<file path="config.mk">
export PLATFORM = sky130hd
export DESIGN_NAME = small_keyed_slot_table_unit_flat
export DESIGN_NICKNAME = d
export VERILOG_FILES = /design/src/sv/skst_pkg.sv /design/src/sv/skst_req_if.sv /design/src/sv/skst_rsp_if.sv /design/src/sv/small_keyed_slot_table_unit.sv /design/src/flat_wrapper.sv
export SDC_FILE = /design/constraint.sdc
export NUM_CORES = 2
export LEC_CHECK = 0
export BUFFER_PORTS_ARGS = -buffer_cell sky130_fd_sc_hd__clkbuf_2
export CAP_MARGIN = 10
export CORE_UTILIZATION = 30
export CTS_CLUSTER_SIZE = 14
export DETAILED_ROUTE_END_ITERATION = 6
export HOLD_SLACK_MARGIN = 0.02
export PLACE_DENSITY_LB_ADDON = 0.12
export SLEW_MARGIN = 40
export SYNTH_ARGS = -nofsm -noshare
export SYNTH_HDL_FRONTEND = slang
export SYNTH_SLANG_ARGS = --single-unit
</file>
<file path="constraint.sdc">
create_clock -name clock -period 32.1 [get_ports clock]
set_input_delay 1.605 -clock clock [delete_from_list [all_inputs] [get_ports clock]]
set_output_delay 1.605 -clock clock [all_outputs]
set_load 0.03 [all_outputs]
</file>
<file path="src/sv/skst_pkg.sv">
`default_nettype none

package skst_pkg;

   localparam int SLOTS = 16;
   localparam int IDX_W = (SLOTS > 1) ? $clog2(SLOTS) : 1;

   localparam int MODE_W   = 2;
   localparam int KEY_W    = 32;
   localparam int VALUE_W  = 64;
   localparam int FILE_W   = 32;
   localparam int LINE_W   = 32;
   localparam int CNT_W    = 5;
   localparam int STATUS_W = 2;

   localparam logic [IDX_W-1:0] LAST_IDX = IDX_W'(SLOTS - 1);
   localparam logic [CNT_W-1:0] CNT_SAT  = {CNT_W{1'b1}};

   localparam logic [MODE_W-1:0] MODE_LOOKUP = 2'd0;
   localparam logic [MODE_W-1:0] MODE_PUT    = 2'd1;
   localparam logic [MODE_W-1:0] MODE_DELETE = 2'd2;
   localparam logic [MODE_W-1:0] MODE_COUNT  = 2'd3;

   localparam logic [STATUS_W-1:0] STATUS_OK     = 2'd0;
   localparam logic [STATUS_W-1:0] STATUS_FULL   = 2'd1;
   localparam logic [STATUS_W-1:0] STATUS_ABSENT = 2'd2;

   typedef enum logic {
      ST_IDLE,
      ST_SCAN
   } state_type;

endpackage

`default_nettype wire

</file>
<file path="src/sv/skst_req_if.sv">
`default_nettype none

interface skst_req_if
   import skst_pkg::*;
   ();

   logic               valid;
   logic               ready;
   logic [MODE_W-1:0]  mode;
   logic [KEY_W-1:0]   key;
   logic [VALUE_W-1:0] value_in;
   logic [FILE_W-1:0]  file_in;
   logic [LINE_W-1:0]  line_in;

   modport source (output valid, mode, key, value_in, file_in, line_in, input ready);
   modport sink   (input valid, mode, key, value_in, file_in, line_in, output ready);

endinterface

`default_nettype wire

</file>
<file path="src/sv/skst_rsp_if.sv">
`default_nettype none

interface skst_rsp_if
   import skst_pkg::*;
   ();

   logic                valid;
   logic                ready;
   logic                found;
   logic [VALUE_W-1:0]  value_out;
   logic [FILE_W-1:0]   file_out;
   logic [LINE_W-1:0]   line_out;
   logic [CNT_W-1:0]    entry_count;
   logic [STATUS_W-1:0] status;

   modport source (output valid, found, value_out, file_out, line_out, entry_count, status,
                   input ready);
   modport sink   (input valid, found, value_out, file_out, line_out, entry_count, status,
                   output ready);

endinterface

`default_nettype wire

</file>
<file path="src/sv/small_keyed_slot_table_unit.sv">
`default_nettype none

// Keyed slot table with an in-order linear search over SLOTS entries.
// Request words arrive on req_ch (valid/ready): mode selects lookup, put,
// delete or count, and key, value_in, file_in, line_in carry the operands.
// Every request produces exactly one response word on rsp_ch (valid/ready).
//
// One slot is examined per clock by a single key comparator stepped by an
// index counter. A lookup, put or delete stops at the slot that decides it,
// so it scans k+1 slots when slot k decides and SLOTS slots otherwise; a
// count always scans all SLOTS slots. The response is registered on the edge
// that ends the scan, and the scanner then returns to idle before it accepts
// the next word.
//
// req_ch.ready is high only while the scanner is idle. The response register
// lets the next request be accepted and scanned while an earlier response
// waits; if the receiver still stalls when a scan ends, the scanner holds on
// its final slot without changing the table until the register frees up.
// Synchronous reset empties the table (all slots invalid) and drops any
// pending response; slot contents are not cleared.

module small_keyed_slot_table_unit
   import skst_pkg::*;
   (
   input  wire             clock,
   input  wire             reset,
   skst_req_if.sink        req_ch,
   skst_rsp_if.source      rsp_ch
   );

   state_type state_ff, state_in;

   logic [IDX_W-1:0]    idx_ff, idx_in;
   logic [CNT_W-1:0]    count_ff, count_in;

   logic [MODE_W-1:0]   mode_ff;
   logic [KEY_W-1:0]    key_ff;
   logic [VALUE_W-1:0]  value_ff;
   logic [FILE_W-1:0]   file_ff;
   logic [LINE_W-1:0]   line_ff;

   logic                slot_valid_ff [SLOTS];
   logic [KEY_W-1:0]    slot_key_ff   [SLOTS];
   logic [VALUE_W-1:0]  slot_value_ff [SLOTS];
   logic [FILE_W-1:0]   slot_file_ff  [SLOTS];
   logic [LINE_W-1:0]   slot_line_ff  [SLOTS];

   logic                rsp_valid_ff, rsp_valid_in;
   logic                found_ff, found_in;
   logic [VALUE_W-1:0]  value_out_ff, value_out_in;
   logic [FILE_W-1:0]   file_out_ff, file_out_in;
   logic [LINE_W-1:0]   line_out_ff, line_out_in;
   logic [CNT_W-1:0]    entry_count_ff, entry_count_in;
   logic [STATUS_W-1:0] status_ff, status_in;

   logic                req_accept;
   logic                cur_valid;
   logic                key_hit;
   logic                last_slot;
   logic                done;
   logic                out_free;
   logic                commit;
   logic                write_data;
   logic                clear_slot;
   logic [CNT_W-1:0]    count_step;

   // Slot under the comparator.
   assign cur_valid  = slot_valid_ff[idx_ff];
   assign key_hit    = cur_valid && (slot_key_ff[idx_ff] == key_ff);
   assign last_slot  = (idx_ff == LAST_IDX);
   assign count_step = (cur_valid && (count_ff != CNT_SAT)) ? count_ff + 1'b1 : count_ff;

   assign req_accept = req_ch.valid && req_ch.ready;
   assign out_free   = !rsp_valid_ff || rsp_ch.ready;

   // Next state.
   always_comb begin
      state_in = state_ff;
      unique case (state_ff)
         ST_IDLE: begin
            if (req_ch.valid) begin
               state_in = ST_SCAN;
            end
         end
         ST_SCAN: begin
            if (commit) begin
               state_in = ST_IDLE;
            end
         end
         default: state_in = ST_IDLE;
      endcase
   end

   // Sequencer outputs and the result of the current step.
   always_comb begin
      req_ch.ready   = (state_ff == ST_IDLE);
      done           = 1'b0;
      found_in       = 1'b0;
      value_out_in   = '0;
      file_out_in    = '0;
      line_out_in    = '0;
      entry_count_in = '0;
      status_in      = STATUS_OK;

      unique case (mode_ff)
         MODE_LOOKUP: begin
            done     = key_hit || last_slot;
            found_in = key_hit;
            if (key_hit) begin
               value_out_in = slot_value_ff[idx_ff];
               file_out_in  = slot_file_ff[idx_ff];
               line_out_in  = slot_line_ff[idx_ff];
            end
         end
         MODE_PUT: begin
            // An empty slot wins over any later match.
            done     = !cur_valid || key_hit || last_slot;
            found_in = key_hit;
            if (cur_valid && !key_hit) begin
               status_in = STATUS_FULL;
            end
         end
         MODE_DELETE: begin
            done     = key_hit || last_slot;
            found_in = key_hit;
            if (!key_hit) begin
               status_in = STATUS_ABSENT;
            end
         end
         MODE_COUNT: begin
            done           = last_slot;
            entry_count_in = count_step;
         end
         default: done = 1'b1;
      endcase

      commit     = (state_ff == ST_SCAN) && done && out_free;
      write_data = commit && (mode_ff == MODE_PUT) && (!cur_valid || key_hit);
      clear_slot = commit && (mode_ff == MODE_DELETE) && key_hit;
   end

   always_comb begin
      idx_in   = idx_ff;
      count_in = count_ff;
      if (req_accept) begin
         idx_in   = '0;
         count_in = '0;
      end else if ((state_ff == ST_SCAN) && !done) begin
         idx_in   = IDX_W'(idx_ff + 1'b1);
         count_in = count_step;
      end
   end

   always_comb begin
      rsp_valid_in = rsp_valid_ff;
      if (commit) begin
         rsp_valid_in = 1'b1;
      end else if (rsp_ch.ready) begin
         rsp_valid_in = 1'b0;
      end
   end

   always_ff @(posedge clock) begin
      if (reset) begin
         state_ff     <= ST_IDLE;
         idx_ff       <= '0;
         count_ff     <= '0;
         rsp_valid_ff <= 1'b0;
      end else begin
         state_ff     <= state_in;
         idx_ff       <= idx_in;
         count_ff     <= count_in;
         rsp_valid_ff <= rsp_valid_in;
      end
   end

   always_ff @(posedge clock) begin
      if (reset) begin
         for (int i = 0; i < SLOTS; i++) begin
            slot_valid_ff[i] <= 1'b0;
         end
      end else if (write_data) begin
         slot_valid_ff[idx_ff] <= 1'b1;
      end else if (clear_slot) begin
         slot_valid_ff[idx_ff] <= 1'b0;
      end
   end

   always_ff @(posedge clock) begin
      if (write_data) begin
         slot_key_ff[idx_ff]   <= key_ff;
         slot_value_ff[idx_ff] <= value_ff;
         slot_file_ff[idx_ff]  <= file_ff;
         slot_line_ff[idx_ff]  <= line_ff;
      end
   end

   always_ff @(posedge clock) begin
      if (req_accept) begin
         mode_ff  <= req_ch.mode;
         key_ff   <= req_ch.key;
         value_ff <= req_ch.value_in;
         file_ff  <= req_ch.file_in;
         line_ff  <= req_ch.line_in;
      end
   end

   always_ff @(posedge clock) begin
      if (commit) begin
         found_ff       <= found_in;
         value_out_ff   <= value_out_in;
         file_out_ff    <= file_out_in;
         line_out_ff    <= line_out_in;
         entry_count_ff <= entry_count_in;
         status_ff      <= status_in;
      end
   end

   assign rsp_ch.valid       = rsp_valid_ff;
   assign rsp_ch.found       = found_ff;
   assign rsp_ch.value_out   = value_out_ff;
   assign rsp_ch.file_out    = file_out_ff;
   assign rsp_ch.line_out    = line_out_ff;
   assign rsp_ch.entry_count = entry_count_ff;
   assign rsp_ch.status      = status_ff;

   // A newly accepted word always starts scanning at the first slot.
   a_scan_start: assert property (@(posedge clock) disable iff (reset)
      req_accept |=> (state_ff == ST_SCAN) && (idx_ff == '0))
      else $error("scan did not start at slot zero");

   // A delete that hits leaves the slot it hit empty.
   a_delete_clears: assert property (@(posedge clock) disable iff (reset)
      clear_slot |=> !slot_valid_ff[$past(idx_ff)])
      else $error("deleted slot still valid");

   // Any response word that reports a hit (lookup, put or delete) reports ok.
   a_hit_status: assert property (@(posedge clock) disable iff (reset)
      (rsp_valid_ff && found_ff) |-> (status_ff == STATUS_OK))
      else $error("hit reported with a failure status");

   // The table never changes while a finished result cannot be delivered.
   a_stall_holds: assert property (@(posedge clock) disable iff (reset)
      ((state_ff == ST_SCAN) && !out_free) |-> !write_data && !clear_slot)
      else $error("table written while the response register was full");

endmodule

`default_nettype wire

</file>
<file path="src/flat_wrapper.sv">
// flat-port wrapper written by rule: the top's interface ports become plain ports
module small_keyed_slot_table_unit_flat import skst_pkg::*;
  (clock, reset, req_ch_valid, req_ch_mode, req_ch_key, req_ch_value_in, req_ch_file_in, req_ch_line_in, req_ch_ready, rsp_ch_valid, rsp_ch_found, rsp_ch_value_out, rsp_ch_file_out, rsp_ch_line_out, rsp_ch_entry_count, rsp_ch_status, rsp_ch_ready);
  skst_req_if req_ch_i ();
  skst_rsp_if rsp_ch_i ();
  input  wire clock;
  input  wire reset;
  input wire logic [$bits(req_ch_i.valid)-1:0] req_ch_valid;
  input wire logic [$bits(req_ch_i.mode)-1:0] req_ch_mode;
  input wire logic [$bits(req_ch_i.key)-1:0] req_ch_key;
  input wire logic [$bits(req_ch_i.value_in)-1:0] req_ch_value_in;
  input wire logic [$bits(req_ch_i.file_in)-1:0] req_ch_file_in;
  input wire logic [$bits(req_ch_i.line_in)-1:0] req_ch_line_in;
  output wire logic [$bits(req_ch_i.ready)-1:0] req_ch_ready;
  output wire logic [$bits(rsp_ch_i.valid)-1:0] rsp_ch_valid;
  output wire logic [$bits(rsp_ch_i.found)-1:0] rsp_ch_found;
  output wire logic [$bits(rsp_ch_i.value_out)-1:0] rsp_ch_value_out;
  output wire logic [$bits(rsp_ch_i.file_out)-1:0] rsp_ch_file_out;
  output wire logic [$bits(rsp_ch_i.line_out)-1:0] rsp_ch_line_out;
  output wire logic [$bits(rsp_ch_i.entry_count)-1:0] rsp_ch_entry_count;
  output wire logic [$bits(rsp_ch_i.status)-1:0] rsp_ch_status;
  input wire logic [$bits(rsp_ch_i.ready)-1:0] rsp_ch_ready;
  assign req_ch_i.valid = req_ch_valid;
  assign req_ch_i.mode = req_ch_mode;
  assign req_ch_i.key = req_ch_key;
  assign req_ch_i.value_in = req_ch_value_in;
  assign req_ch_i.file_in = req_ch_file_in;
  assign req_ch_i.line_in = req_ch_line_in;
  assign req_ch_ready = req_ch_i.ready;
  assign rsp_ch_valid = rsp_ch_i.valid;
  assign rsp_ch_found = rsp_ch_i.found;
  assign rsp_ch_value_out = rsp_ch_i.value_out;
  assign rsp_ch_file_out = rsp_ch_i.file_out;
  assign rsp_ch_line_out = rsp_ch_i.line_out;
  assign rsp_ch_entry_count = rsp_ch_i.entry_count;
  assign rsp_ch_status = rsp_ch_i.status;
  assign rsp_ch_i.ready = rsp_ch_ready;
  small_keyed_slot_table_unit u_core (.clock(clock), .reset(reset), .req_ch(req_ch_i), .rsp_ch(rsp_ch_i));
endmodule
</file>
* Word level (Yosys, flattened, before mapping)
Memory sizes are Yosys's and may differ from the RTL's. A register that Yosys moved wholly into a read port is not among the register bits. Cells that the tools add are included.
Storage, ports and cells: flip-flop bits (word level) 181, bits of input ports 166, output and inout bits 138, memories 5, logic and storage cells 84, memory bits (writable) 2576
Memory list:
- u_core.slot_value_ff | words 16, width 64, rd ports 1, clocked after Yosys merged registers in 1, wr ports 1, line small_keyed_slot_table_unit.sv:44 | logic [VALUE_W-1:0] slot_value_ff [SLOTS];
- u_core.slot_file_ff | words 16, width 32, rd ports 1, clocked after Yosys merged registers in 1, wr ports 1, line small_keyed_slot_table_unit.sv:45 | logic [FILE_W-1:0] slot_file_ff [SLOTS];
- u_core.slot_key_ff | words 16, width 32, rd ports 1, clocked after Yosys merged registers in 1, wr ports 1, line small_keyed_slot_table_unit.sv:43 | logic [KEY_W-1:0] slot_key_ff [SLOTS];
- u_core.slot_line_ff | words 16, width 32, rd ports 1, clocked after Yosys merged registers in 1, wr ports 1, line small_keyed_slot_table_unit.sv:46 | logic [LINE_W-1:0] slot_line_ff [SLOTS];
- u_core.slot_valid_ff | words 16, width 1, rd ports 1, clocked after Yosys merged registers in 1, wr ports 16, line small_keyed_slot_table_unit.sv:42 | logic slot_valid_ff [SLOTS];
Cells by class: equality and inequality tests 6, reductions and logical operators 29, $add $sub $neg 2, muxes and demuxes 28, bitwise logic cells 2
Operators by type and width (count):
- $eq A32 B32 Y1 | 1
- $mux W4 | 5
- $mux W1 | 18
- $logic_and A1 B1 Y1 | 11
- $logic_not A1 Y1 | 7
- $add A5 B1 Y5 const B | 1
- $mux W5 | 1
- $ne A5 B5 Y1 const B | 1
- $add A4 B1 Y4 const B | 1
- $eq A2 B2 Y1 const B | 2
- $eq A4 B4 Y1 const B | 1
- $logic_or A1 B1 Y1 | 4
- $pmux W2 S2 | 1
- $reduce_or A2 Y1 | 2
- $pmux W1 S3 | 1
- $reduce_or A3 Y1 | 1
- $eq A2 B1 Y1 const B | 1
- $logic_not A2 Y1 | 1
- $mux W2 | 1
- $pmux W1 S2 | 1
- $reduce_and A2 Y1 | 1
- $reduce_bool A2 Y1 | 1
- $not A1 Y1 | 1
- $or A1 B1 Y1 | 1
- $reduce_or A1 Y1 | 1

* Depth between registers and ports, before layout
depth after elaboration 16, mapped depth 15, mapped depth without buffers 9

* Least setup slack after synthesis
OpenSTA, ideal clock, no wires.
kind flip-flop to flip-flop, start point register with a tool-made name, end point memory u_core.slot_file_ff[15][0], enable pin, stages on the path, launching flop included 13, required time 31029 ps, buffers on the path 4, library setup time 1071 ps, data arrival time 17742 ps, setup slack 13287 ps, clock period less this slack 18813 ps, cell sequence dfxtp_1 -> buf_6 -> buf_8 -> buf_8 -> buf_6 -> mux4_2 -> mux4_2 -> xnor2_1 -> inv_1 -> nor2_1 -> o2111ai_1 -> o31a_4 -> nor4_1
RTL lines (line):
- end: declaration | small_keyed_slot_table_unit.sv:45

==> reports/results.ini <==
[run_status]
status = finished, final reports clean

[timing]
period_needed_ns = 7.45
skew_ns = 0.0802
setup_viol = 0
slew_viol_final = 0
worstMarginPinSlew_ns = 1.03
rsz0062_at_grt = false
max_freq_mhz = 134
final_hold_viol_count = 0
tns_ns = 0
relSlewSlack_pct = 31.4
fin_ws_ns = 24.65
layout_worst_path_cycle_share_pct = 23.2

[finish]
fill_cells = 33100
multi_input_area_sq_mm = 0.0212
drive_above_1_share_pct = 32.2
nets = 5179
seq_area_sq_mm = 0.0866
area_growth_pct = 17.4
finalInstanceArea_sq_mm = 0.128

[global_route]
grt.overflow.total = 0
busiest_layer = met2
gr-usage-met2_pct = 26.3
grt_usage_pct = 16.7
antenna_found_initial = 40
grtUsageMet3_pct = 2.82
grt_max_degree = 124
grt_pass1_vias = 52700
grt_pass1_wl_um = 429000
grt_use_met1_pct = 24.2

[setup_path]
required_ns = 32.61
worstPathCellList = buf_12, buf_4, mux4_2, mux2i_1, xnor2_1, nor4_1, a41oi_1, a211o_1, o31a_4, nor3b_4, and3_4, buf_12, buf_6, buf_4
cp.depth = 14
start_kind = flip-flop
rr_worst_depth = 14
cpPeakStageDelay_ns = 0.68
worst-setup-path-type = reg -> reg
end_kind = flip-flop
crit_fanout = 50
worst-path-buf-inv = 5
path_delay_family = buffers and inverters
slowest_stage = buf_4
cp.arrival_ns = 7.96

[yosys]
synth_cells = 4450
synth_fp_nets = 4627
syn_area_sq_mm = 0.109
yosysWarnings = 0
synth-seq-cells = 2889
yosysTopAreaCellShare_pct = 79.3
seq_area_frac_synth_pct = 79.6
yosysTopAreaCell = edfxtp_1
synthArstFlopShare_pct = 0
synth_flop_cell = edfxtp_1
synth_cell_types = 66
synthTopCellsByArea = edfxtp_1 (79%), mux4_2 (16%), and3_1 (0.94%), mux2i_1 (0.90%), clkbuf_1 (0.50%)
synth_edf_count = 2874
syn_area_per_cell_sq_um = 24.4

[floorplan]
dieArea_sq_mm = 0.365
fp.dieH_um = 604
initial_core_util_pct = 30.2
core-area_sq_mm = 0.360
fp-row-count = 220
chipWidth_um = 604
io_pins = 304

[placement]
place_ws_ns = 24.55
dp_hpwl_um = 173000
gp_congestion = 0.722
place_area_sq_mm = 0.117
port_buffers = 303

[power]
p_leak_nw = 39.0
power_w = 0.00814
vdd_drop_max_v = 0.0000427
powerDensity_mw_per_mm2 = 63.7

[hold_path]
min_path_type = reg -> reg
whs_path_depth = 2

[clock_network]
clk_pin_slew_ns = 0.06
cts.sinks = 2889
cts-root-buf = clkbuf_16
numCtsBuffers = 330
htreeDepth = 5
cts_resized = 0
clk-insertion-delay-late_ns = 0.94
cts_tree = done
ctsHoldBuffers = 0
clock_path_buffers = 4
post-cts-setup-buffer-count = 0

[drt]
first_pass_iters = 5
vias = 49400
wl_per_cell_um = 30.5
drt-initial-drc-count = 4563
drc = 0
drt-total-wl_um = 306000
avgViaCountPerCell = 4.92
drtAntennaViolNets = 0

[run]
maxCapViolCount = 0

-- sequential cells by signal, indices dropped and copies added, names as in the netlist, 4 cells and up, named ones only --
name and flops:
u_core.slot_file_ff 512, u_core.line_ff 32, u_core.slot_valid_ff 16, u_core.key_ff 32, u_core.slot_value_ff 1024, u_core.file_ff 32
u_core.slot_key_ff 512, u_core.rsp_ch.value_out 64, u_core.slot_line_ff 512, u_core.rsp_ch.line_out 32, u_core.rsp_ch.file_out 32, u_core.rsp_ch.entry_count 5
u_core.value_ff 64, u_core.idx_ff 4, u_core.count_ff 5
-- stage by stage --
stage | instances | utilization [%] | hold slack, ns
after global placement | 9397 | 32.3 | 0.463
after global routing | 10000 | 35.5 | 0.507
after CTS | 10000 | 35.4 | 0.487
after floorplan | 4450 | - | 0.455
after detailed placement | 9434 | 32.5 | 0.483
final | 10000 | 35.5 | 0.492
-- metal layers --
| layer | share of wire (%) | up-vias |
|---|---|---|
| li1 | - | 20300 |
| met1 | 46 | 27400 |
| met2 | 47 | 1297 |
| met3 | 5.1 | 347 |
| met4 | 1.7 | 10 |
| met5 | 0.022 | - |
-- cell usage in the layout, fill, tap and decap left out, drive strengths merged, types with 6 or more instances in the layout --
cell    instances
clkinv        147
nand2b          7
clkbuf        706
buf           144
mux2i          98
a21oi           9
and3          163
nor2           21
nand2          49
ha             11
bufinv         21
inv            28
nor4            8
xor2           25
nor3            8
a22o            6
mux2            6
dfxtp          15
mux4          750
a221oi          7
diode           6
edfxtp       2874
nand3           9
xnor2          35
a22oi          13
nor2b          14
o21bai         16
-- cell families after synthesis --
logic type	share of synthesized area (%)
adder cells (fa/ha/maj)	0.127
AO/OA/AOI/OAI	0.659
flip-flops	79.6
buffers and inverters	0.995
AND/OR/NAND/NOR	1.62
multiplexers	16.5
XOR/XNOR	0.483
-- cell type report --
class / instances / area share (%)
antenna: 6 / 0.0118
sequential: 2889 / 67.8
tap: 4773 / 4.68
inverter: 13 / 0.0382
multi-input combinational: 1321 / 16.6
timing repair buffer: 447 / 2.74
clock buffer: 403 / 6.73
clock inverter: 187 / 1.33
-- final timing paths --
| path | startpoint | slack (ns) | endpoint |
|---|---|---|---|
| worst max-delay path | flip-flop | 24.65 | u_core.slot_key_ff[2][11] |
| worst min-delay path | u_core.count_ff[4] | 0.49 | u_core.count_ff[4] |
| worst max register to register | flip-flop | 24.65 | u_core.slot_key_ff[2][11] |
| worst min register to register | u_core.count_ff[4] | 0.49 | u_core.count_ff[4] |
-- Yosys cell counts (all sizes together) (2+ instances only) --
cell	count
o211ai	5
nor3	8
edfxtp	2874
o21ai	3
o21a	4
nand2	49
and2	2
xnor2	35
nor3b	5
or4	2
nor4	8
a31oi	2
mux4	750
a221oi	7
clkbuf	158
ha	11
nor2b	14
buf	69
o22ai	4
a21oi	9
mux2	6
o2111ai	3
a22oi	13
or3	4
o21bai	16
inv	12
xor2	25
nor2	21
a21o	5
and3	163
nand4	5
dfxtp	15
o31ai	5
mux2i	98
nand3	9
a22o	6
nand2b	7
-- worst min-delay path, stage by stage, from the launching register on --
cell and delay [ns]:
dfxtp_1 0.32, nand2_1 0.06, mux2i_1 0.06
-- where the power goes --
part	switching, W	total [W]	internal [W]
Clock	0.00154	0.00363	0.00208
Sequential	0.0000645	0.00425	0.00418
Combinational	0.000151	0.000267	0.000116
Power figures use the tool's default switching activity.
